--- config.mk ---
export PLATFORM = sky130hd
export DESIGN_NAME = hdl_token_char_scanner
export DESIGN_NICKNAME = d
export VERILOG_FILES = /design/src/htcs_pkg.sv /design/src/htcs_front.sv /design/src/htcs_queue.sv /design/src/htcs_engine.sv /design/src/hdl_token_char_scanner.sv
export SDC_FILE = /design/constraint.sdc
export NUM_CORES = 1
export LEC_CHECK = 0
export BUFFER_PORTS_ARGS = -buffer_cell sky130_fd_sc_hd__buf_2
export CAP_MARGIN = 10
export CORE_UTILIZATION = 40
export DETAILED_ROUTE_END_ITERATION = 8
export PLACE_DENSITY = 0.65
export SETUP_SLACK_MARGIN = 0.05
export SLEW_MARGIN = 15
export SYNTH_ARGS = -nofsm -noshare
export SYNTH_HDL_FRONTEND = slang
export SYNTH_SLANG_ARGS = --single-unit
--- constraint.sdc ---
create_clock -name clk -period 10 [get_ports clk]
set_input_delay 0.5 -clock clk [delete_from_list [all_inputs] [get_ports clk]]
set_output_delay 0.5 -clock clk [all_outputs]
set_load 0.02 [all_outputs]
--- src/htcs_pkg.sv ---
`timescale 1ns / 1ps
// ----------------------------------------------------------------------------
// htcs_pkg
// Shared types and constants of the token character scanner.
// ----------------------------------------------------------------------------
package htcs_pkg;

    localparam int MAX_NEST_DEPTH_DEF = 16;
    localparam int QUEUE_DEPTH        = 2;

    typedef enum logic [4:0] {
        PH_IDLE, PH_START, PH_MAIN, PH_SLASH, PH_LINE, PH_TODO, PH_BLOCK,
        PH_BLOCK_STAR, PH_NEST, PH_NEST_PLUS, PH_NEST_SLASH, PH_BANG, PH_ZERO,
        PH_LIT_BIN, PH_LIT_OCT, PH_LIT_DEC, PH_LIT_HEX, PH_ESC_SEL, PH_ESC_HEX,
        PH_ESC_OCT, PH_ESC_NAME, PH_EXP_SIGN, PH_EXP_DIG
    } phase_t;

    typedef enum logic [3:0] {
        K_NONE, K_STRING, K_ESCAPE, K_EXPONENT, K_LINE, K_BLOCK, K_NEST, K_TODO,
        K_BIN_PFX, K_OCT_PFX, K_HEX_PFX, K_BIN, K_OCT, K_DEC, K_HEX
    } kind_t;

    localparam int W_STR  = 0;
    localparam int W_EXP  = 1;
    localparam int W_BIN  = 2;
    localparam int W_OCT  = 3;
    localparam int W_DEC  = 4;
    localparam int W_HEX  = 5;
    localparam int W_TODO = 6;
    localparam int W_ERR  = 7;

    typedef struct packed {
        logic [7:0] chr;
        logic       begin_scan;
        logic       eoi;
        logic [7:0] wants;
    } item_t;

    typedef struct packed {
        logic       consumed;
        logic       skipped;
        logic       done;
        kind_t      kind;
    } result_t;

    function automatic logic is_ws(input logic [7:0] c);
        return c == 8'h20 || c == 8'h09 || c == 8'h0a || c == 8'h0d;
    endfunction

    function automatic logic is_dec(input logic [7:0] c);
        return c >= 8'h30 && c <= 8'h39;
    endfunction

    function automatic logic is_oct(input logic [7:0] c);
        return c >= 8'h30 && c <= 8'h37;
    endfunction

    function automatic logic is_hex(input logic [7:0] c);
        return is_dec(c) || (c >= 8'h61 && c <= 8'h66) || (c >= 8'h41 && c <= 8'h46);
    endfunction

    function automatic logic is_letter(input logic [7:0] c);
        return (c >= 8'h61 && c <= 8'h7a) || (c >= 8'h41 && c <= 8'h5a);
    endfunction

    function automatic kind_t eof_kind(input phase_t ph);
        kind_t k;
        unique case (ph)
            PH_ZERO, PH_LIT_DEC:                 k = K_DEC;
            PH_LINE:                             k = K_LINE;
            PH_TODO:                             k = K_TODO;
            PH_BLOCK, PH_BLOCK_STAR:             k = K_BLOCK;
            PH_NEST, PH_NEST_PLUS, PH_NEST_SLASH: k = K_NEST;
            PH_LIT_BIN:                          k = K_BIN;
            PH_LIT_OCT:                          k = K_OCT;
            PH_LIT_HEX:                          k = K_HEX;
            PH_ESC_SEL, PH_ESC_HEX, PH_ESC_OCT, PH_ESC_NAME: k = K_ESCAPE;
            PH_EXP_SIGN, PH_EXP_DIG:             k = K_EXPONENT;
            default:                             k = K_NONE;
        endcase
        return k;
    endfunction

endpackage

--- src/htcs_front.sv ---
`timescale 1ns / 1ps
// ----------------------------------------------------------------------------
// htcs_front
// Input stage: takes stream transactions, unpacks them into queue entries.
// ----------------------------------------------------------------------------
module htcs_front (
    input  logic                 clk,
    input  logic                 rst_n,
    input  logic                 s_axis_tvalid,
    output logic                 s_axis_tready,
    input  logic [23:0]          s_axis_tdata,
    input  logic                 s_axis_tuser,
    output logic                 q_valid,
    input  logic                 q_ready,
    output htcs_pkg::item_t      q_item
);

    logic            valid_reg;
    htcs_pkg::item_t item_reg;

    assign s_axis_tready = !valid_reg || q_ready;
    assign q_valid       = valid_reg;
    assign q_item        = item_reg;

    always_ff @(posedge clk or negedge rst_n)
    begin
        if (!rst_n)
        begin
            valid_reg <= 1'b0;
        end
        else if (s_axis_tready)
        begin
            valid_reg <= s_axis_tvalid;
        end
    end

    always_ff @(posedge clk)
    begin
        if (s_axis_tready && s_axis_tvalid)
        begin
            item_reg.chr        <= s_axis_tdata[7:0];
            item_reg.eoi        <= s_axis_tdata[8];
            item_reg.wants      <= s_axis_tdata[16:9];
            item_reg.begin_scan <= s_axis_tuser;
        end
    end

endmodule

--- src/htcs_queue.sv ---
`timescale 1ns / 1ps
// ----------------------------------------------------------------------------
// htcs_queue
// Short queue between the input stage and the scan engine.
// ----------------------------------------------------------------------------
module htcs_queue (
    input  logic            clk,
    input  logic            rst_n,
    input  logic            in_valid,
    output logic            in_ready,
    input  htcs_pkg::item_t in_item,
    output logic            out_valid,
    input  logic            out_ready,
    output htcs_pkg::item_t out_item
);

    localparam int AW = $clog2(htcs_pkg::QUEUE_DEPTH);

    htcs_pkg::item_t mem_reg [htcs_pkg::QUEUE_DEPTH];
    logic [AW-1:0]   wptr_reg, rptr_reg;
    logic [AW:0]     count_reg;
    logic            push, pop;

    assign in_ready  = count_reg != (AW+1)'(htcs_pkg::QUEUE_DEPTH);
    assign out_valid = count_reg != '0;
    assign out_item  = mem_reg[rptr_reg];
    assign push      = in_valid && in_ready;
    assign pop       = out_valid && out_ready;

    always_ff @(posedge clk or negedge rst_n)
    begin
        if (!rst_n)
        begin
            wptr_reg  <= '0;
            rptr_reg  <= '0;
            count_reg <= '0;
        end
        else
        begin
            if (push)
            begin
                wptr_reg <= wptr_reg + 1'b1;
            end
            if (pop)
            begin
                rptr_reg <= rptr_reg + 1'b1;
            end
            count_reg <= count_reg + (AW+1)'(push) - (AW+1)'(pop);
        end
    end

    always_ff @(posedge clk)
    begin
        if (push)
        begin
            mem_reg[wptr_reg] <= in_item;
        end
    end

endmodule

--- src/htcs_engine.sv ---
`timescale 1ns / 1ps
// ----------------------------------------------------------------------------
// htcs_engine
// Scan engine: phase machine stepping one character per transaction, with
// an output register toward the result stream.
// ----------------------------------------------------------------------------
module htcs_engine #(
    parameter int MAX_NEST_DEPTH = htcs_pkg::MAX_NEST_DEPTH_DEF
) (
    input  logic            clk,
    input  logic            rst_n,
    input  logic            in_valid,
    output logic            in_ready,
    input  htcs_pkg::item_t in_item,
    output logic            m_axis_tvalid,
    input  logic            m_axis_tready,
    output logic [7:0]      m_axis_tdata
);

    htcs_pkg::phase_t  phase_reg, phase_next;
    logic [7:0]        wants_reg, wants_next;
    logic [3:0]        cnt_reg, cnt_next;
    logic [4:0]        depth_reg, depth_next;
    logic              ovalid_reg;
    htcs_pkg::result_t res_reg, res;

    htcs_pkg::phase_t  ph;
    logic [7:0]        w, c;
    logic              err, fin;
    logic              fire;

    assign in_ready      = !ovalid_reg || m_axis_tready;
    assign fire          = in_valid && in_ready;
    assign m_axis_tvalid = ovalid_reg;
    assign m_axis_tdata  = {1'b0, res_reg.kind, res_reg.done, res_reg.skipped,
                            res_reg.consumed};

    always_comb
    begin
        w          = in_item.begin_scan ? in_item.wants : wants_reg;
        ph         = in_item.begin_scan ? htcs_pkg::PH_START : phase_reg;
        cnt_next   = in_item.begin_scan ? 4'd0 : cnt_reg;
        depth_next = in_item.begin_scan ? 5'd0 : depth_reg;
        wants_next = w;
        c          = in_item.chr;
        err        = w[htcs_pkg::W_ERR];
        res        = '0;
        fin        = 1'b0;
        phase_next = ph;
        if (ph == htcs_pkg::PH_IDLE)
        begin
            fin = 1'b0;
        end
        else if (in_item.eoi)
        begin
            res.kind = htcs_pkg::eof_kind(ph);
            fin      = 1'b1;
        end
        else
        begin
            // fall-through phases are resolved first
            if (ph == htcs_pkg::PH_START)
            begin
                if (w[htcs_pkg::W_STR] && !err)
                begin
                    if (c == 8'h22)
                    begin
                        fin = 1'b1;
                    end
                    else if (c == 8'h5c)
                    begin
                        res.consumed = 1'b1;
                        phase_next   = htcs_pkg::PH_ESC_SEL;
                    end
                    else
                    begin
                        res.consumed = 1'b1;
                        res.kind     = htcs_pkg::K_STRING;
                        fin          = 1'b1;
                    end
                    ph = htcs_pkg::PH_IDLE;
                end
                else if (w[htcs_pkg::W_EXP] && !err &&
                         (c == 8'h65 || c == 8'h45 || c == 8'h70 || c == 8'h50))
                begin
                    res.consumed = 1'b1;
                    phase_next   = htcs_pkg::PH_EXP_SIGN;
                    ph           = htcs_pkg::PH_IDLE;
                end
                else
                begin
                    ph = htcs_pkg::PH_MAIN;
                end
            end
            if (ph == htcs_pkg::PH_MAIN)
            begin
                if (!(w[htcs_pkg::W_BIN] || w[htcs_pkg::W_OCT] || w[htcs_pkg::W_HEX]) &&
                    htcs_pkg::is_ws(c))
                begin
                    res.skipped = 1'b1;
                    phase_next  = htcs_pkg::PH_MAIN;
                    ph          = htcs_pkg::PH_IDLE;
                end
                else if (c == 8'h2f)
                begin
                    res.consumed = 1'b1;
                    phase_next   = htcs_pkg::PH_SLASH;
                    ph           = htcs_pkg::PH_IDLE;
                end
                else if (c == 8'h21)
                begin
                    res.consumed = 1'b1;
                    phase_next   = htcs_pkg::PH_BANG;
                    ph           = htcs_pkg::PH_IDLE;
                end
                else if (c == 8'h30)
                begin
                    res.consumed = 1'b1;
                    phase_next   = htcs_pkg::PH_ZERO;
                    ph           = htcs_pkg::PH_IDLE;
                end
                else if (c >= 8'h31 && c <= 8'h39)
                begin
                    priority if (w[htcs_pkg::W_BIN])      ph = htcs_pkg::PH_LIT_BIN;
                    else if (w[htcs_pkg::W_OCT])          ph = htcs_pkg::PH_LIT_OCT;
                    else if (w[htcs_pkg::W_DEC])          ph = htcs_pkg::PH_LIT_DEC;
                    else if (w[htcs_pkg::W_HEX])          ph = htcs_pkg::PH_LIT_HEX;
                    else
                    begin
                        fin = 1'b1;
                        ph  = htcs_pkg::PH_IDLE;
                    end
                end
                else if (w[htcs_pkg::W_HEX] && htcs_pkg::is_hex(c))
                begin
                    ph = htcs_pkg::PH_LIT_HEX;
                end
                else
                begin
                    fin = 1'b1;
                    ph  = htcs_pkg::PH_IDLE;
                end
            end
            if (ph == htcs_pkg::PH_BLOCK_STAR)
            begin
                if (c == 8'h2f)
                begin
                    res.consumed = 1'b1;
                    res.kind     = htcs_pkg::K_BLOCK;
                    fin          = 1'b1;
                    ph           = htcs_pkg::PH_IDLE;
                end
                else
                begin
                    ph = htcs_pkg::PH_BLOCK;
                end
            end
            if (ph == htcs_pkg::PH_NEST_PLUS)
            begin
                if (c == 8'h2f)
                begin
                    res.consumed = 1'b1;
                    depth_next   = (depth_reg > 5'd0) ? depth_reg - 5'd1 : 5'd0;
                    if (depth_next == 5'd0)
                    begin
                        res.kind = htcs_pkg::K_NEST;
                        fin      = 1'b1;
                    end
                    else
                    begin
                        phase_next = htcs_pkg::PH_NEST;
                    end
                    ph = htcs_pkg::PH_IDLE;
                end
                else
                begin
                    ph = htcs_pkg::PH_NEST;
                end
            end
            if (ph == htcs_pkg::PH_NEST_SLASH)
            begin
                if (c == 8'h2b)
                begin
                    res.consumed = 1'b1;
                    if (depth_reg < 5'(MAX_NEST_DEPTH))
                    begin
                        depth_next = depth_reg + 5'd1;
                    end
                    phase_next = htcs_pkg::PH_NEST;
                    ph         = htcs_pkg::PH_IDLE;
                end
                else
                begin
                    ph = htcs_pkg::PH_NEST;
                end
            end
            if (ph == htcs_pkg::PH_ZERO)
            begin
                if (c == 8'h62 || c == 8'h6f || c == 8'h78)
                begin
                    res.consumed = 1'b1;
                    res.kind     = (c == 8'h62) ? htcs_pkg::K_BIN_PFX :
                                   (c == 8'h6f) ? htcs_pkg::K_OCT_PFX : htcs_pkg::K_HEX_PFX;
                    fin          = 1'b1;
                    ph           = htcs_pkg::PH_IDLE;
                end
                else
                begin
                    ph = htcs_pkg::PH_LIT_DEC;
                end
            end
            if (ph == htcs_pkg::PH_EXP_SIGN)
            begin
                if (c == 8'h2d || c == 8'h2b)
                begin
                    res.consumed = 1'b1;
                    phase_next   = htcs_pkg::PH_EXP_DIG;
                    ph           = htcs_pkg::PH_IDLE;
                end
                else
                begin
                    ph = htcs_pkg::PH_EXP_DIG;
                end
            end
            // terminal phases
            unique case (ph)
                htcs_pkg::PH_SLASH:
                begin
                    if (c == 8'h2f || c == 8'h2a || c == 8'h2b)
                    begin
                        res.consumed = 1'b1;
                        phase_next   = (c == 8'h2f) ? htcs_pkg::PH_LINE :
                                       (c == 8'h2a) ? htcs_pkg::PH_BLOCK : htcs_pkg::PH_NEST;
                        if (c == 8'h2b)
                        begin
                            depth_next = 5'd1;
                        end
                    end
                    else
                    begin
                        fin = 1'b1;
                    end
                end
                htcs_pkg::PH_BANG:
                begin
                    if (c == 8'h21 && w[htcs_pkg::W_TODO])
                    begin
                        res.consumed = 1'b1;
                        phase_next   = htcs_pkg::PH_TODO;
                    end
                    else
                    begin
                        fin = 1'b1;
                    end
                end
                htcs_pkg::PH_LINE, htcs_pkg::PH_TODO:
                begin
                    if (c == 8'h0d || c == 8'h0a)
                    begin
                        res.kind = htcs_pkg::eof_kind(ph);
                        fin      = 1'b1;
                    end
                    else
                    begin
                        res.consumed = 1'b1;
                        phase_next   = ph;
                    end
                end
                htcs_pkg::PH_BLOCK:
                begin
                    res.consumed = 1'b1;
                    phase_next   = (c == 8'h2a) ? htcs_pkg::PH_BLOCK_STAR : htcs_pkg::PH_BLOCK;
                end
                htcs_pkg::PH_NEST:
                begin
                    res.consumed = 1'b1;
                    phase_next   = (c == 8'h2b) ? htcs_pkg::PH_NEST_PLUS :
                                   (c == 8'h2f) ? htcs_pkg::PH_NEST_SLASH : htcs_pkg::PH_NEST;
                end
                htcs_pkg::PH_LIT_BIN, htcs_pkg::PH_LIT_OCT,
                htcs_pkg::PH_LIT_DEC, htcs_pkg::PH_LIT_HEX:
                begin
                    if (c == 8'h5f || c == 8'h2e ||
                        (ph == htcs_pkg::PH_LIT_BIN && (c == 8'h30 || c == 8'h31)) ||
                        (ph == htcs_pkg::PH_LIT_OCT && htcs_pkg::is_oct(c)) ||
                        (ph == htcs_pkg::PH_LIT_DEC && htcs_pkg::is_dec(c)) ||
                        (ph == htcs_pkg::PH_LIT_HEX && htcs_pkg::is_hex(c)))
                    begin
                        res.consumed = 1'b1;
                        phase_next   = ph;
                    end
                    else
                    begin
                        res.kind = htcs_pkg::eof_kind(ph);
                        fin      = 1'b1;
                    end
                end
                htcs_pkg::PH_ESC_SEL:
                begin
                    res.consumed = 1'b1;
                    if (c == 8'h78 || c == 8'h75 || c == 8'h55)
                    begin
                        cnt_next   = (c == 8'h78) ? 4'd2 : (c == 8'h75) ? 4'd4 : 4'd8;
                        phase_next = htcs_pkg::PH_ESC_HEX;
                    end
                    else if (htcs_pkg::is_oct(c))
                    begin
                        phase_next = htcs_pkg::PH_ESC_OCT;
                    end
                    else if (c == 8'h26)
                    begin
                        phase_next = htcs_pkg::PH_ESC_NAME;
                    end
                    else
                    begin
                        res.kind = htcs_pkg::K_ESCAPE;
                        fin      = 1'b1;
                    end
                end
                htcs_pkg::PH_ESC_HEX:
                begin
                    if (!htcs_pkg::is_hex(c))
                    begin
                        res.kind = htcs_pkg::K_ESCAPE;
                        fin      = 1'b1;
                    end
                    else
                    begin
                        res.consumed = 1'b1;
                        if (cnt_reg <= 4'd1)
                        begin
                            res.kind = htcs_pkg::K_ESCAPE;
                            fin      = 1'b1;
                        end
                        else
                        begin
                            cnt_next   = cnt_reg - 4'd1;
                            phase_next = htcs_pkg::PH_ESC_HEX;
                        end
                    end
                end
                htcs_pkg::PH_ESC_OCT:
                begin
                    if (htcs_pkg::is_oct(c))
                    begin
                        res.consumed = 1'b1;
                        phase_next   = ph;
                    end
                    else
                    begin
                        res.kind = htcs_pkg::K_ESCAPE;
                        fin      = 1'b1;
                    end
                end
                htcs_pkg::PH_ESC_NAME:
                begin
                    if (htcs_pkg::is_letter(c))
                    begin
                        res.consumed = 1'b1;
                        phase_next   = ph;
                    end
                    else
                    begin
                        res.consumed = (c == 8'h3b);
                        res.kind     = htcs_pkg::K_ESCAPE;
                        fin          = 1'b1;
                    end
                end
                htcs_pkg::PH_EXP_DIG:
                begin
                    if (htcs_pkg::is_dec(c))
                    begin
                        res.consumed = 1'b1;
                        phase_next   = ph;
                    end
                    else
                    begin
                        res.kind = htcs_pkg::K_EXPONENT;
                        fin      = 1'b1;
                    end
                end
                default:
                begin
                end
            endcase
        end
        if (fin)
        begin
            res.done   = 1'b1;
            phase_next = htcs_pkg::PH_IDLE;
            cnt_next   = 4'd0;
            depth_next = 5'd0;
        end
    end

    always_ff @(posedge clk or negedge rst_n)
    begin
        if (!rst_n)
        begin
            phase_reg  <= htcs_pkg::PH_IDLE;
            wants_reg  <= '0;
            cnt_reg    <= '0;
            depth_reg  <= '0;
            ovalid_reg <= 1'b0;
        end
        else
        begin
            if (fire)
            begin
                phase_reg <= phase_next;
                wants_reg <= wants_next;
                cnt_reg   <= cnt_next;
                depth_reg <= depth_next;
            end
            if (in_ready)
            begin
                ovalid_reg <= in_valid;
            end
        end
    end

    always_ff @(posedge clk)
    begin
        if (fire)
        begin
            res_reg <= res;
        end
    end

endmodule

--- src/hdl_token_char_scanner.sv ---
`timescale 1ns / 1ps
// ----------------------------------------------------------------------------
// hdl_token_char_scanner
// Token character scanner: one lookahead character per transaction in, one
// result transaction out.
//
// s_axis carries characters; s_axis_tuser is begin_scan, which latches the
// want flags in the same transaction. m_axis returns one result for every
// input transaction, in order. When a result shows token_done without the
// character consumed, the feeder resends that character with begin_scan.
// Throughput: one transaction per cycle while m_axis accepts results. A
// result passes through the input register, the queue and the output
// register on its way to m_axis. A stalled m_axis fills the output
// register, then the two-entry queue, then the input register, after
// which s_axis_tready falls. Reset clears all valid flags and puts the
// scanner in its idle phase with want flags, digit count and nesting
// depth cleared; no scan is active until one is begun.
// ----------------------------------------------------------------------------
module hdl_token_char_scanner #(
    parameter int MAX_NEST_DEPTH = htcs_pkg::MAX_NEST_DEPTH_DEF
) (
    input  logic        clk,
    input  logic        rst_n,
    input  logic        s_axis_tvalid,
    output logic        s_axis_tready,
    // char_code[7:0], end_of_input, want_string_part, want_exponent, want_bin,
    // want_oct, want_dec, want_hex, want_todo, error_recovery, zero[6:0]
    input  logic [23:0] s_axis_tdata,
    // begin_scan
    input  logic        s_axis_tuser,
    output logic        m_axis_tvalid,
    input  logic        m_axis_tready,
    // char_consumed, char_skipped, token_done, token_kind[3:0], zero
    output logic [7:0]  m_axis_tdata
);

    logic            f_valid, f_ready, e_valid, e_ready;
    htcs_pkg::item_t f_item, e_item;

    htcs_front u_front (
        .clk           (clk),
        .rst_n         (rst_n),
        .s_axis_tvalid (s_axis_tvalid),
        .s_axis_tready (s_axis_tready),
        .s_axis_tdata  (s_axis_tdata),
        .s_axis_tuser  (s_axis_tuser),
        .q_valid       (f_valid),
        .q_ready       (f_ready),
        .q_item        (f_item)
    );

    htcs_queue u_queue (
        .clk       (clk),
        .rst_n     (rst_n),
        .in_valid  (f_valid),
        .in_ready  (f_ready),
        .in_item   (f_item),
        .out_valid (e_valid),
        .out_ready (e_ready),
        .out_item  (e_item)
    );

    htcs_engine #(
        .MAX_NEST_DEPTH (MAX_NEST_DEPTH)
    ) u_engine (
        .clk           (clk),
        .rst_n         (rst_n),
        .in_valid      (e_valid),
        .in_ready      (e_ready),
        .in_item       (e_item),
        .m_axis_tvalid (m_axis_tvalid),
        .m_axis_tready (m_axis_tready),
        .m_axis_tdata  (m_axis_tdata)
    );

endmodule

==> results of run 1 <==
[worst register-to-register path: cells and delay by family (launching register included)]
family | cells | cell delay [ps]
buffers and inverters | 1 | 270
adders and majority gates | 2 | 830
muxes | 2 | 770
AOI/OAI and AO/OA | 8 | 2510
and+or+nand+nor | 6 | 1820
DFF | 1 | 620
[cell type report]
type	instances	area, sq um
Clock inverter	6	75.1
Multi-Input combinational cell	577	3970
Sequential cell	89	2530
Clock buffer	10	229
Fill cell	1638	9240
Inverter	22	82.6
Timing Repair Buffer	34	180
Tap cell	220	275
[worst paths after layout]
check	start	endpoint
setup / recovery	u_queue.mem_reg[1][9]$_DFFE_PP_	u_engine.cnt_reg[0]$_DFFE_PN0P_
hold / removal	rst_n	u_engine.phase_reg[1]$_DFFE_PN0P_
setup reg to reg	u_queue.mem_reg[1][9]$_DFFE_PP_	u_engine.cnt_reg[0]$_DFFE_PN0P_
hold reg to reg	u_front.q_item[2]$_DFFE_PP_	u_queue.mem_reg[1][2]$_DFFE_PP_
max in group asynchronous	rst_n	u_queue.rptr_reg$_DFFE_PN0P_
min in group clk	s_axis_tdata[2]	u_front.q_item[12]$_DFFE_PP_
[Yosys cell counts (4+ instances only)]
| cell | instances |
|---|---|
| sky130_fd_sc_hd__nor2_1 | 61 |
| sky130_fd_sc_hd__o22ai_1 | 13 |
| sky130_fd_sc_hd__o31ai_1 | 4 |
| sky130_fd_sc_hd__a21boi_0 | 4 |
| sky130_fd_sc_hd__edfxtp_1 | 61 |
| sky130_fd_sc_hd__a211oi_1 | 4 |
| sky130_fd_sc_hd__nand2b_1 | 12 |
| sky130_fd_sc_hd__inv_1 | 22 |
| sky130_fd_sc_hd__nand3b_1 | 4 |
| sky130_fd_sc_hd__or3_1 | 6 |
| sky130_fd_sc_hd__nand4_1 | 8 |
| sky130_fd_sc_hd__nor3_1 | 29 |
| sky130_fd_sc_hd__a21o_1 | 6 |
| sky130_fd_sc_hd__and2_1 | 15 |
| sky130_fd_sc_hd__nand3_2 | 5 |
| sky130_fd_sc_hd__o21ai_1 | 8 |
| sky130_fd_sc_hd__clkbuf_1 | 9 |
| sky130_fd_sc_hd__nor2b_1 | 5 |
| sky130_fd_sc_hd__o2111ai_1 | 6 |
| sky130_fd_sc_hd__dfrtp_1 | 28 |
| sky130_fd_sc_hd__ha_1 | 18 |
| sky130_fd_sc_hd__and3_1 | 9 |
| sky130_fd_sc_hd__or2_2 | 4 |
| sky130_fd_sc_hd__xnor2_1 | 6 |
| sky130_fd_sc_hd__nor3b_2 | 6 |
| sky130_fd_sc_hd__nand3_1 | 27 |
| sky130_fd_sc_hd__mux2i_1 | 23 |
| sky130_fd_sc_hd__nand2_1 | 81 |
| sky130_fd_sc_hd__nor3b_1 | 6 |
| sky130_fd_sc_hd__a21oi_1 | 39 |
| sky130_fd_sc_hd__a31oi_1 | 14 |
| sky130_fd_sc_hd__o21ai_0 | 30 |
| sky130_fd_sc_hd__mux2_2 | 6 |
| sky130_fd_sc_hd__buf_6 | 12 |
| sky130_fd_sc_hd__a32oi_1 | 5 |
| sky130_fd_sc_hd__o211ai_1 | 8 |
[through the flow]
stage | utilization (%) | area, sq um
global placement | 42.4 | 7040
finish | 44.3 | 7340
CTS | 44.3 | 7340
detailed placement | 42.4 | 7040
floorplan | - | 6800
global route | 44.3 | 7340
[kinds of logic after synthesis]
logic type               Yosys count  share of synthesized area, %
other                              1                        0.0551
XOR/XNOR                           6                         0.773
flip-flops                        89                          37.2
buffers and inverters             50                          4.43
multiplexers                      35                          5.90
AND/OR/NAND/NOR                  310                          25.4
AO/OA/AOI/OAI                    207                          22.9
adder cells (fa/ha/maj)           18                          3.31
[layer usage]
metal	up-vias	global-route usage (%)	routed length (um)
met2	219	37.6	9300
met3	56	5.23	1340
li1	2775	-	-
met5	-	0	0
met1	2849	31.3	8840
met4	0	10.9	751
[power by group]
group / total, W / switching (W) / internal [W]
logic: 0.00119 / 0.000789 / 0.000398
registers: 0.000605 / 0.0000814 / 0.000524
clock network: 0.000345 / 0.000148 / 0.000197
==> results.rst, run 1 <==
.. list-table::
   :header-rows: 1

   * - Metric
     - Value
   * - Time the worst path needs with I/O delays and setup
     - 6910 ps
   * - Number of H-tree levels
     - 3
   * - Max reg flops
     - 36
   * - Buffers inserted by post-CTS timing repair
     - 0
   * - Clock transition at the registers of the reported paths
     - 60 ps
   * - Final cell count without fillers
     - 958
   * - Commonest cells after routing, fill and taps aside
     - sky130_fd_sc_hd__nand2_1, sky130_fd_sc_hd__nor2_1, sky130_fd_sc_hd__edfxtp_1, sky130_fd_sc_hd__a21oi_1, sky130_fd_sc_hd__buf_2
   * - Slowest library cell on the worst path
     - sky130_fd_sc_hd__edfxtp_1
   * - Setup slack of the most critical reg-to-reg path
     - 3090 ps
   * - Number of logic stages on the critical path including buffering
     - 19
   * - Classification of the worst-slack hold path
     - input port to asynchronous set/reset pin
   * - Clock tree from TritonCTS
     - built
   * - Number of routed nets with antenna violations
     - 0
   * - R2r worst-path depth
     - 19
   * - Delay of the slowest critical-path stage
     - 620 ps
   * - Global-route wire length before repair
     - 31.7 mm
   * - Clock sink total
     - 89
   * - Kind of critical path
     - flop to flop
   * - Antenna fix cells
     - 0
   * - Number of buffers added to fix hold violations after cts
     - 0
   * - Half-perimeter wire length of the detailed placement result
     - 15.8 mm
   * - Worst slew slack as a fraction of its limit
     - 28.7%
   * - Clock latency of the later-clocked register in the worst-skew pair
     - 360 ps
   * - Largest area contributor in the netlist
     - sky130_fd_sc_hd__edfxtp_1
   * - Total die area
     - 0.0175 sq mm
   * - Portion of synthesized cell area occupied by the leading cell type
     - 26.9%
   * - Number of different library cells in the post-synthesis netlist
     - 109
   * - Share of final-layout standard cells stronger than drive strength 1
     - 16.0%
   * - Top Ports
     - 39
   * - Worst setup margin
     - 3090 ps
   * - Syn Inst Count
     - 716
   * - Fraction of synthesis flops using an asynchronous set or reset pin
     - 31.5%
   * - Die boundary width
     - 132 um
   * - Count of state elements after synthesis
     - 89
   * - Routability-driven placement congestion ratio
     - 0.989
   * - Wire length after detailed routing
     - 20.2 mm
   * - Row count
     - 47
   * - Cell family with most CP delay
     - compound AO/OA/AOI/OAI gates
   * - Highest attainable clock frequency
     - 0.145 GHz
   * - Post-Synthesis Mean Instance Area
     - 9.50 sq um
   * - Area Overhead vs Synth
     - 7.97%
   * - Setup repair after global routing missed its margin
     - false
   * - Chip Height
     - 132 um
   * - Clock root buffer master
     - sky130_fd_sc_hd__clkbuf_16
   * - GRT Resource Usage Total
     - 23.9%
   * - Main synth FF type
     - sky130_fd_sc_hd__edfxtp_1
   * - Total Power
     - 0.00214 W
   * - Via count of the first global-routing pass
     - 5691
   * - Inserted Clock Buffers
     - 9
   * - Count of final setup violators
     - 0
   * - Data arrival time of the worst path
     - 7170 ps
   * - Number of gates resized after cts
     - 0
   * - Least-Margin Pin Slew
     - 1060 ps
   * - Net Count, Synth
     - 763
   * - WP data required
     - 10260 ps
   * - Lkg Pwr
     - 2.65 nW
   * - Overflow after GRT
     - 0
   * - Instance count after placement with tap cells included
     - 942
   * - Biggest area contributors in the synthesized netlist
     - sky130_fd_sc_hd__edfxtp_1, sky130_fd_sc_hd__dfrtp_1, sky130_fd_sc_hd__nand2_1
   * - Maximum root-to-sink buffer count
     - 2
   * - Share of the cycle needed by the critical path after routing
     - 69.1%
   * - Area of the core region
     - 0.0166 sq mm
   * - Post-synthesis cell area
     - 0.00680 sq mm
   * - Max IR drop VDD
     - 0.195 mV
   * - Maximum fanout encountered on the critical timing path
     - 18
   * - Number of enable-type register cells in the synthesized netlist
     - 61
   * - Post-detailed-route DRC marker count
     - 0
   * - Post-synthesis sequential area ratio
     - 37.2%
   * - Most frequent standard cell in the layout excluding fill and tap cells
     - sky130_fd_sc_hd__nand2_1
   * - Post-detailed-route wirelength per cell
     - 21.1 um
   * - Post-route worst hold slack
     - 177 ps
   * - Max Transition Viols Final
     - 0
   * - Sort of element at the start of the critical path
     - flop
   * - Iter 0 DRT Violations
     - 404
   * - Final sum of negative setup slack
     - 0 ps
   * - Number of antenna violations at the first check in global routing
     - 0
   * - Place WS
     - 3240 ps
   * - Max-Cap Viols
     - 0
   * - Buffers plus inverters on the worst setup path
     - 1
   * - Final count of hold timing violations
     - 0
   * - Number of vias per cell
     - 6.16
   * - DR vias
     - 5899
   * - Total number of yosys warnings
     - 0
   * - Pre-Repair DR Iteration Count
     - 5
   * - Endpoint class of the critical path
     - flop
   * - Number of nets in the layout
     - 780
   * - Cell-by-cell trace of the critical path
     - mux2i_4 > nand2b_1 > ha_1 > nor4b_2 > o2bb2ai_2 > o21ai_1 > o211ai_1 > mux2i_1 > o31ai_1 > inv_1 > ha_1 > o21ai_0 > o41ai_1 > a31oi_1 > nand2b_1 > nand3_2 > nor4b_4 > nand3_1 > o311ai_1
   * - Run status
     - completed
   * - Buffers on Ports
     - 30
   * - Effective utilization at floorplan
     - 41.0%
   * - Pin count of the biggest net entering global routing
     - 53
   * - P per Cell Area
     - 291 mW/mm^2
   * - Final Skew
     - 8.22 ps
Power figures use the tool's default switching activity.
==> inputs of run 2 (changes only) <==
clock period = 7.2 ns   (was 10 ns; I/O delays follow)
==> run 2 against run 1 <==
Against the previous run:
- wire length hardly changed
- clock skew about the same
- largest power group unchanged
- largest cell class unchanged
- worst setup slack worse by 2100 ps
- core utilization grew 0.60 points
- highest routed layer unchanged
==> results.rst, run 2 (synthesized netlist as in run 1, its figures left out) <==
.. list-table::
   :header-rows: 1

   * - Metric
     - Value
   * - Run status
     - completed
   * - Setup slack of the most critical reg-to-reg path
     - 990 ps (-2100 ps)
   * - Maximum fanout encountered on the critical timing path
     - 21 (+3)
   * - Count of final setup violators
     - 0 (unchanged)
   * - Total die area
     - 0.0175 sq mm (unchanged)
   * - Final sum of negative setup slack
     - 0 ps (unchanged)
   * - Sequential cell area
     - 0.00253 sq mm (unchanged)
   * - Clock transition at the registers of the reported paths
     - 60 ps (about the same)
   * - Antenna fix cells
     - 0 (unchanged)
   * - Classification of the worst-slack hold path
     - input port to asynchronous set/reset pin
   * - Time the worst path needs with I/O delays and setup
     - 6210 ps (-702 ps)
   * - Clock sink total
     - 89 (unchanged)
   * - Final Skew
     - 8.06 ps (-0.160 ps)
   * - Final count of hold timing violations
     - 0 (unchanged)
   * - Number of gates resized after cts
     - 0 (unchanged)
   * - Number of antenna violations at the first check in global routing
     - 0 (unchanged)
   * - Routability-driven placement congestion ratio
     - 1.01 (+2.5%)
   * - Buffers inserted by post-CTS timing repair
     - 0 (unchanged)
   * - Post-detailed-route DRC marker count
     - 0 (unchanged)
   * - Area of combinational cells with multiple inputs
     - 0.00397 sq mm (unchanged)
   * - Max reg flops
     - 36 (unchanged)
   * - Pin count of the biggest net entering global routing
     - 29 (-45%)
   * - Most frequent standard cell in the layout excluding fill and tap cells
     - sky130_fd_sc_hd__nand2_1
   * - Clock latency of the later-clocked register in the worst-skew pair
     - 350 ps (about the same)
   * - Number of H-tree levels
     - 3 (unchanged)
   * - Worst setup margin
     - 990 ps (-2100 ps)
   * - Number of buffers added to fix hold violations after cts
     - 0 (unchanged)
   * - Buffers on Ports
     - 30 (unchanged)
   * - Effective utilization at floorplan
     - 41.0% (unchanged)
   * - Worst slew slack as a fraction of its limit
     - 32.5% (+3.8 points)
   * - Pre-Repair DR Iteration Count
     - 6 (+1)
   * - Commonest cells after routing, fill and taps aside
     - sky130_fd_sc_hd__nand2_1, sky130_fd_sc_hd__nor2_1, sky130_fd_sc_hd__edfxtp_1, sky130_fd_sc_hd__a21oi_1, sky130_fd_sc_hd__buf_2
   * - Number of inserted filler cells in the final layout
     - 1637 (-0.061%)
   * - Clock tree from TritonCTS
     - built
   * - Post-detailed-route wirelength per cell
     - 20.9 um (-0.96%)
   * - Number of routed nets with antenna violations
     - 0 (unchanged)
   * - FF-to-FF End
     - u_engine.cnt_reg[0]$_DFFE_PN0P_
   * - Post-place instance area
     - 0.00711 sq mm (+0.96%)
   * - Max-Cap Viols
     - 0 (unchanged)
   * - Slowest library cell on the worst path
     - sky130_fd_sc_hd__dfrtp_2
   * - Highest attainable clock frequency
     - 0.161 GHz (+11%)
   * - Overflow after GRT
     - 0 (unchanged)
   * - WP data required
     - 7440 ps (-2820 ps)
   * - Top Ports
     - 39 (unchanged)
   * - Half-perimeter wire length of the detailed placement result
     - 15.7 mm (-0.45%)
   * - Row count
     - 47 (unchanged)
   * - DR vias
     - 5875 (-0.41%)
   * - Share of final-layout standard cells stronger than drive strength 1
     - 17.1% (+1.1 points)
   * - Max IR drop VDD
     - 0.267 mV (+37%)
   * - Kind of critical path
     - flop to flop
   * - Global-route wire length before repair
     - 31.6 mm (about the same)
   * - Number of vias per cell
     - 6.08 (-1.3%)
   * - Clock root buffer master
     - sky130_fd_sc_hd__clkbuf_16
   * - Sort of element at the start of the critical path
     - flop
   * - Area Overhead vs Synth
     - 9.44%
   * - Maximum root-to-sink buffer count
     - 2 (unchanged)
   * - Via count of the first global-routing pass
     - 5697 (+0.11%)
   * - Total Power
     - 0.00306 W (+43%)
   * - Least-Margin Pin Slew
     - 1000 ps (-59.8 ps)
   * - Share of the cycle needed by the critical path after routing
     - 86.2% (+17 points)
   * - Inserted Clock Buffers
     - 9 (unchanged)
   * - Die boundary width
     - 132 um (unchanged)
   * - Area of the core region
     - 0.0166 sq mm (unchanged)
   * - Number of nets in the layout
     - 789 (+1.2%)
   * - Setup repair after global routing missed its margin
     - false
   * - Delay of the slowest critical-path stage
     - 590 ps (-30 ps)
   * - Cell-by-cell trace of the critical path
     - mux2i_4 > nand2b_1 > ha_1 > o21ai_4 > nor4_4 > o2bb2ai_2 > o21ai_2 > nor4_4 > nand3_1 > o31ai_1 > buf_4 > inv_1 > ha_1 > o21ai_0 > o41ai_1 > a31oi_1 > nand2b_1 > nand3_2 > nor4b_4 > nand3_1 > o311ai_1
   * - R2r worst-path depth
     - 21 (+2)
   * - Wire length after detailed routing
     - 20.2 mm (about the same)
   * - Data arrival time of the worst path
     - 6450 ps (-720 ps)
   * - Final design area excluding fillers
     - 0.00744 sq mm (+1.4%)
   * - Launch point of the worst reg-to-reg path
     - u_queue.rptr_reg$_DFFE_PN0P_
   * - Iter 0 DRT Violations
     - 601 (+49%)
   * - P per Cell Area
     - 411 mW/mm^2 (+41%)
   * - Max Transition Viols Final
     - 0 (unchanged)
   * - Lkg Pwr
     - 2.72 nW (+2.4%)
   * - Endpoint class of the critical path
     - flop
   * - Place WS
     - 1100 ps (-2140 ps)
   * - GRT Resource Usage Total
     - 23.8% (-0.11 points)
   * - Chip Height
     - 132 um (unchanged)
-- run 2: per-layer routing --
layer	global-route usage (%)	vias up	part of all wire (%)
li1	-	2788	-
met1	31.4	2788	42
met2	37.9	249	46
met3	4.77	50	8.1
met4	9.83	0	3.2
met5	0	-	0
-- run 2: per-stage QoR --
step                hold WS (ps)  instances  util, %
floorplan                   64.4        716        -
global placement             421        951     42.9
CTS                         60.7        967     44.9
finish                      44.2        967     44.9
global route                96.0        967     44.9
detailed placement           430        951     42.9
-- run 2: where the power goes --
group          switching, W  internal [W]
clock              0.000206      0.000318
sequential         0.000136      0.000727
combinational       0.00109      0.000581
total               0.00143       0.00163
-- run 2: final cells by class --
| class | instances | share of cell area [%] |
|---|---|---|
| multi-input cells | 577 | 53.3 |
| flip-flops and latches | 89 | 34.0 |
| well taps | 220 | 3.70 |
| repair buffers | 43 | 3.33 |
| clock buffers | 10 | 3.21 |
| clock inverters | 6 | 1.31 |
| inverters | 22 | 1.11 |
-- run 2: critical path, delay by kind of cell (launching register included) --
family,cells,cell delay (ps)
adder cells (fa/ha/maj),2,570
AO/OA/AOI/OAI,8,1740
flip-flops,1,590
multiplexers,1,290
buffers and inverters,2,290
AND/OR/NAND/NOR,8,2600
-- run 2: worst max path at each step --
stage | startpoint | cells past startpoint | slack (ps) | to
floorplan | u_queue.rptr_reg$_DFFE_PN0P_ | 21 | 2440 | u_engine.cnt_reg[0]$_DFFE_PN0P_
global placement | u_queue.rptr_reg$_DFFE_PN0P_ | 20 | 1110 | u_engine.cnt_reg[0]$_DFFE_PN0P_
detailed placement | u_queue.rptr_reg$_DFFE_PN0P_ | 21 | 1100 | u_engine.cnt_reg[0]$_DFFE_PN0P_
CTS | u_queue.rptr_reg$_DFFE_PN0P_ | 21 | 1050 | u_engine.cnt_reg[0]$_DFFE_PN0P_
global route | u_queue.rptr_reg$_DFFE_PN0P_ | 21 | 600 | u_engine.cnt_reg[0]$_DFFE_PN0P_
finish | u_queue.rptr_reg$_DFFE_PN0P_ | 21 | 990 | u_engine.cnt_reg[0]$_DFFE_PN0P_
==> inputs of run 3 (changes only) <==
CAP_MARGIN = 20   (was 10)
CORE_UTILIZATION = 45   (was 40)
PLACE_DENSITY = 0.71   (was 0.65)
==> run 3 against run 2 <==
Against the previous run:
- the flow now finishes with violations (design-rule violations)
- core utilization grew 5.6 points
- first-iteration DRC count is 6.3% lower
- clock skew grew 4.9 ps
- flip-flop and latch count is the same
- total power is 0.53% lower
- worst setup slack worse by 18 ps
- critical endpoint unchanged
- hold slack gained 16 ps
- clock power decreased by 10%
- combinational power grew 3%
- register-to-register slack got worse by 20 ps
- via count grew 4.6%
==> results.rst, run 3 (synthesized netlist as in run 1, its figures left out) <==
.. list-table::
   :header-rows: 1

   * - Metric
     - Value
   * - Number of nets in the layout
     - 793 (+0.51%)
   * - Delay of the slowest critical-path stage
     - 680 ps (+90 ps)
   * - Final Skew
     - 13.0 ps (+4.93 ps)
   * - DR vias
     - 6144 (+4.6%)
   * - Pre-Repair DR Iteration Count
     - 7 (+1)
   * - Number of gates resized after cts
     - 0 (unchanged)
   * - Area Overhead vs Synth
     - 8.61%
   * - Classification of the worst-slack hold path
     - input port to asynchronous set/reset pin
   * - Time the worst path needs with I/O delays and setup
     - 6230 ps (+18.1 ps)
   * - Setup repair after global routing missed its margin
     - false
   * - Highest attainable clock frequency
     - 0.161 GHz (-0.29%)
   * - Chip Height
     - 125 um (-5.6%)
   * - Sort of element at the start of the critical path
     - flop
   * - Number of inserted filler cells in the final layout
     - 1361 (-17%)
   * - Lkg Pwr
     - 2.72 nW (-0.14%)
   * - Number of H-tree levels
     - 3 (unchanged)
   * - WP data required
     - 7450 ps (about the same)
   * - Clock root buffer master
     - sky130_fd_sc_hd__clkbuf_16
   * - Kind of critical path
     - flop to flop
   * - Half-perimeter wire length of the detailed placement result
     - 16.9 mm (+7.5%)
   * - Routability-driven placement congestion ratio
     - 0.940 (-7.2%)
   * - Sequential cell area
     - 0.00253 sq mm (unchanged)
   * - Pin count of the biggest net entering global routing
     - 32 (+10%)
   * - Worst slew slack as a fraction of its limit
     - 39.7% (+7.2 points)
   * - Final cell count without fillers
     - 935 (-3.3%)
   * - Effective utilization at floorplan
     - 46.4% (+5.4 points)
   * - Least-Margin Pin Slew
     - 904 ps (-97.1 ps)
   * - Share of final-layout standard cells stronger than drive strength 1
     - 17.6% (+0.44 points)
   * - Max Transition Viols Final
     - 0 (unchanged)
   * - Most frequent standard cell in the layout excluding fill and tap cells
     - sky130_fd_sc_hd__nand2_1
   * - R2r worst-path depth
     - 21 (unchanged)
   * - Clock tree from TritonCTS
     - built
   * - Post-detailed-route DRC marker count
     - 2 (+2)
   * - GRT Resource Usage Total
     - 28.6% (+4.9 points)
   * - Final count of hold timing violations
     - 0 (unchanged)
   * - P per Cell Area
     - 412 mW/mm^2 (+0.23%)
   * - Buffers inserted by post-CTS timing repair
     - 0 (unchanged)
   * - Top Ports
     - 39 (unchanged)
   * - Iter 0 DRT Violations
     - 563 (-6.3%)
   * - Count of final setup violators
     - 0 (unchanged)
   * - Area of the core region
     - 0.0146 sq mm (-12%)
   * - Wire length after detailed routing
     - 21.9 mm (+8.2%)
   * - Setup slack of the most critical reg-to-reg path
     - 970 ps (-20 ps)
   * - Final sum of negative setup slack
     - 0 ps (unchanged)
   * - Number of antenna violations at the first check in global routing
     - 0 (unchanged)
   * - Slowest library cell on the worst path
     - sky130_fd_sc_hd__edfxtp_1
   * - Clock transition at the registers of the reported paths
     - 80 ps (+20 ps)
   * - Inserted Clock Buffers
     - 9 (unchanged)
   * - Share of the cycle needed by the critical path after routing
     - 86.5% (+0.25 points)
   * - Cell-by-cell trace of the critical path
     - mux2i_4 > nand2_2 > ha_1 > o21ai_4 > nor4_4 > o2bb2ai_2 > o21ai_2 > nor4_4 > nand3_1 > o31ai_1 > buf_4 > inv_1 > ha_1 > o21ai_0 > o41ai_1 > a31oi_1 > nand2b_1 > nand3_2 > nor4b_4 > nand3_1 > o311ai_1
   * - Maximum root-to-sink buffer count
     - 2 (unchanged)
   * - Via count of the first global-routing pass
     - 5915 (+3.8%)
   * - Row count
     - 44 (-6.4%)
   * - Commonest cells after routing, fill and taps aside
     - sky130_fd_sc_hd__nand2_1, sky130_fd_sc_hd__nor2_1, sky130_fd_sc_hd__edfxtp_1, sky130_fd_sc_hd__a21oi_1, sky130_fd_sc_hd__buf_2
   * - Antenna fix cells
     - 0 (unchanged)
   * - Die boundary width
     - 125 um (-5.6%)
   * - Max reg flops
     - 36 (unchanged)
   * - Clock latency of the later-clocked register in the worst-skew pair
     - 360 ps (about the same)
   * - FF-to-FF End
     - u_engine.cnt_reg[0]$_DFFE_PN0P_
   * - Max-Cap Viols
     - 0 (unchanged)
   * - Data arrival time of the worst path
     - 6480 ps (+30 ps)
   * - Number of vias per cell
     - 6.57 (+8.2%)
   * - Launch point of the worst reg-to-reg path
     - u_queue.mem_reg[1][9]$_DFFE_PP_
   * - Cell family with most CP delay
     - simple AND/OR/NAND/NOR gates
   * - Endpoint class of the critical path
     - flop
   * - Failing checks
     - design-rule violations
   * - Instance count after placement with tap cells included
     - 919 (-3.4%)
   * - Run status
     - finished, violations left
   * - Area of combinational cells with multiple inputs
     - 0.00397 sq mm (unchanged)
   * - Buffers on Ports
     - 30 (unchanged)
   * - Number of buffers added to fix hold violations after cts
     - 0 (unchanged)
   * - Global-route wire length before repair
     - 34.0 mm (+7.5%)
   * - Number of routed nets with antenna violations
     - 0 (unchanged)
   * - Buffers plus inverters on the worst setup path
     - 2 (unchanged)
   * - Post-detailed-route wirelength per cell
     - 23.4 um (+12%)
   * - Max IR drop VDD
     - 0.267 mV (about the same)
   * - Total die area
     - 0.0156 sq mm (-11%)
   * - Clock sink total
     - 89 (unchanged)
   * - Maximum fanout encountered on the critical timing path
     - 9 (-57%)
   * - Overflow after GRT
     - 0 (unchanged)
run 3: worst max path at each step:
stage	cells past startpoint	to	start
floorplan	21	u_engine.cnt_reg[0]$_DFFE_PN0P_	u_queue.rptr_reg$_DFFE_PN0P_
global placement	21	u_engine.cnt_reg[0]$_DFFE_PN0P_	u_queue.mem_reg[1][9]$_DFFE_PP_
detailed placement	21	u_engine.cnt_reg[0]$_DFFE_PN0P_	u_queue.mem_reg[0][9]$_DFFE_PP_
CTS	21	u_engine.cnt_reg[0]$_DFFE_PN0P_	u_queue.mem_reg[1][9]$_DFFE_PP_
global route	21	u_engine.cnt_reg[0]$_DFFE_PN0P_	u_queue.mem_reg[0][9]$_DFFE_PP_
finish	21	u_engine.cnt_reg[0]$_DFFE_PN0P_	u_queue.mem_reg[1][9]$_DFFE_PP_
run 3: per-stage QoR:
step | cell area [sq um] | power, W | hold slack (ps) | util, % | setup WS (ps)
4_1_cts | 7390 | 0.00302 | 76.7 | 50.4 | 1100
3_5_place_dp | 7090 | 0.00254 | 431 | 48.4 | 1100
3_3_place_gp | 7090 | 0.00251 | 424 | 48.4 | 1200
5_1_grt | 7390 | 0.00321 | 101 | 50.4 | 482
2_1_floorplan | 6800 | 0.00210 | 64.4 | - | 2440
6_report | 7390 | 0.00304 | 60.3 | 50.4 | 972
run 3: metal layers:
| metal | vias to the layer above | wire length, um | track usage (%) |
|---|---|---|---|
| li1 | 2792 | - | - |
| met1 | 2961 | 9170 | 36.7 |
| met2 | 320 | 10200 | 46.5 |
| met3 | 71 | 1430 | 4.07 |
| met4 | 0 | 1100 | 16.6 |
| met5 | - | 0 | 0 |
run 3: report_power, final:
| part | internal (W) | total (W) | switching, W | leakage (nW) |
|---|---|---|---|---|
| registers | 0.000727 | 0.000849 | 0.000122 | 0.935 |
| logic | 0.000590 | 0.00172 | 0.00113 | 1.64 |
| clock network | 0.000244 | 0.000469 | 0.000224 | 0.142 |
| total | 0.00156 | 0.00304 | 0.00148 | 2.71 |
run 3: area by class of cell:
cell class / instances / area share [%]
sequential: 89 / 34.3
multi-input combinational: 577 / 53.7
timing repair buffer: 47 / 3.76
tap: 184 / 3.12
clock buffer: 9 / 3.05
inverter: 22 / 1.12
clock inverter: 7 / 0.949
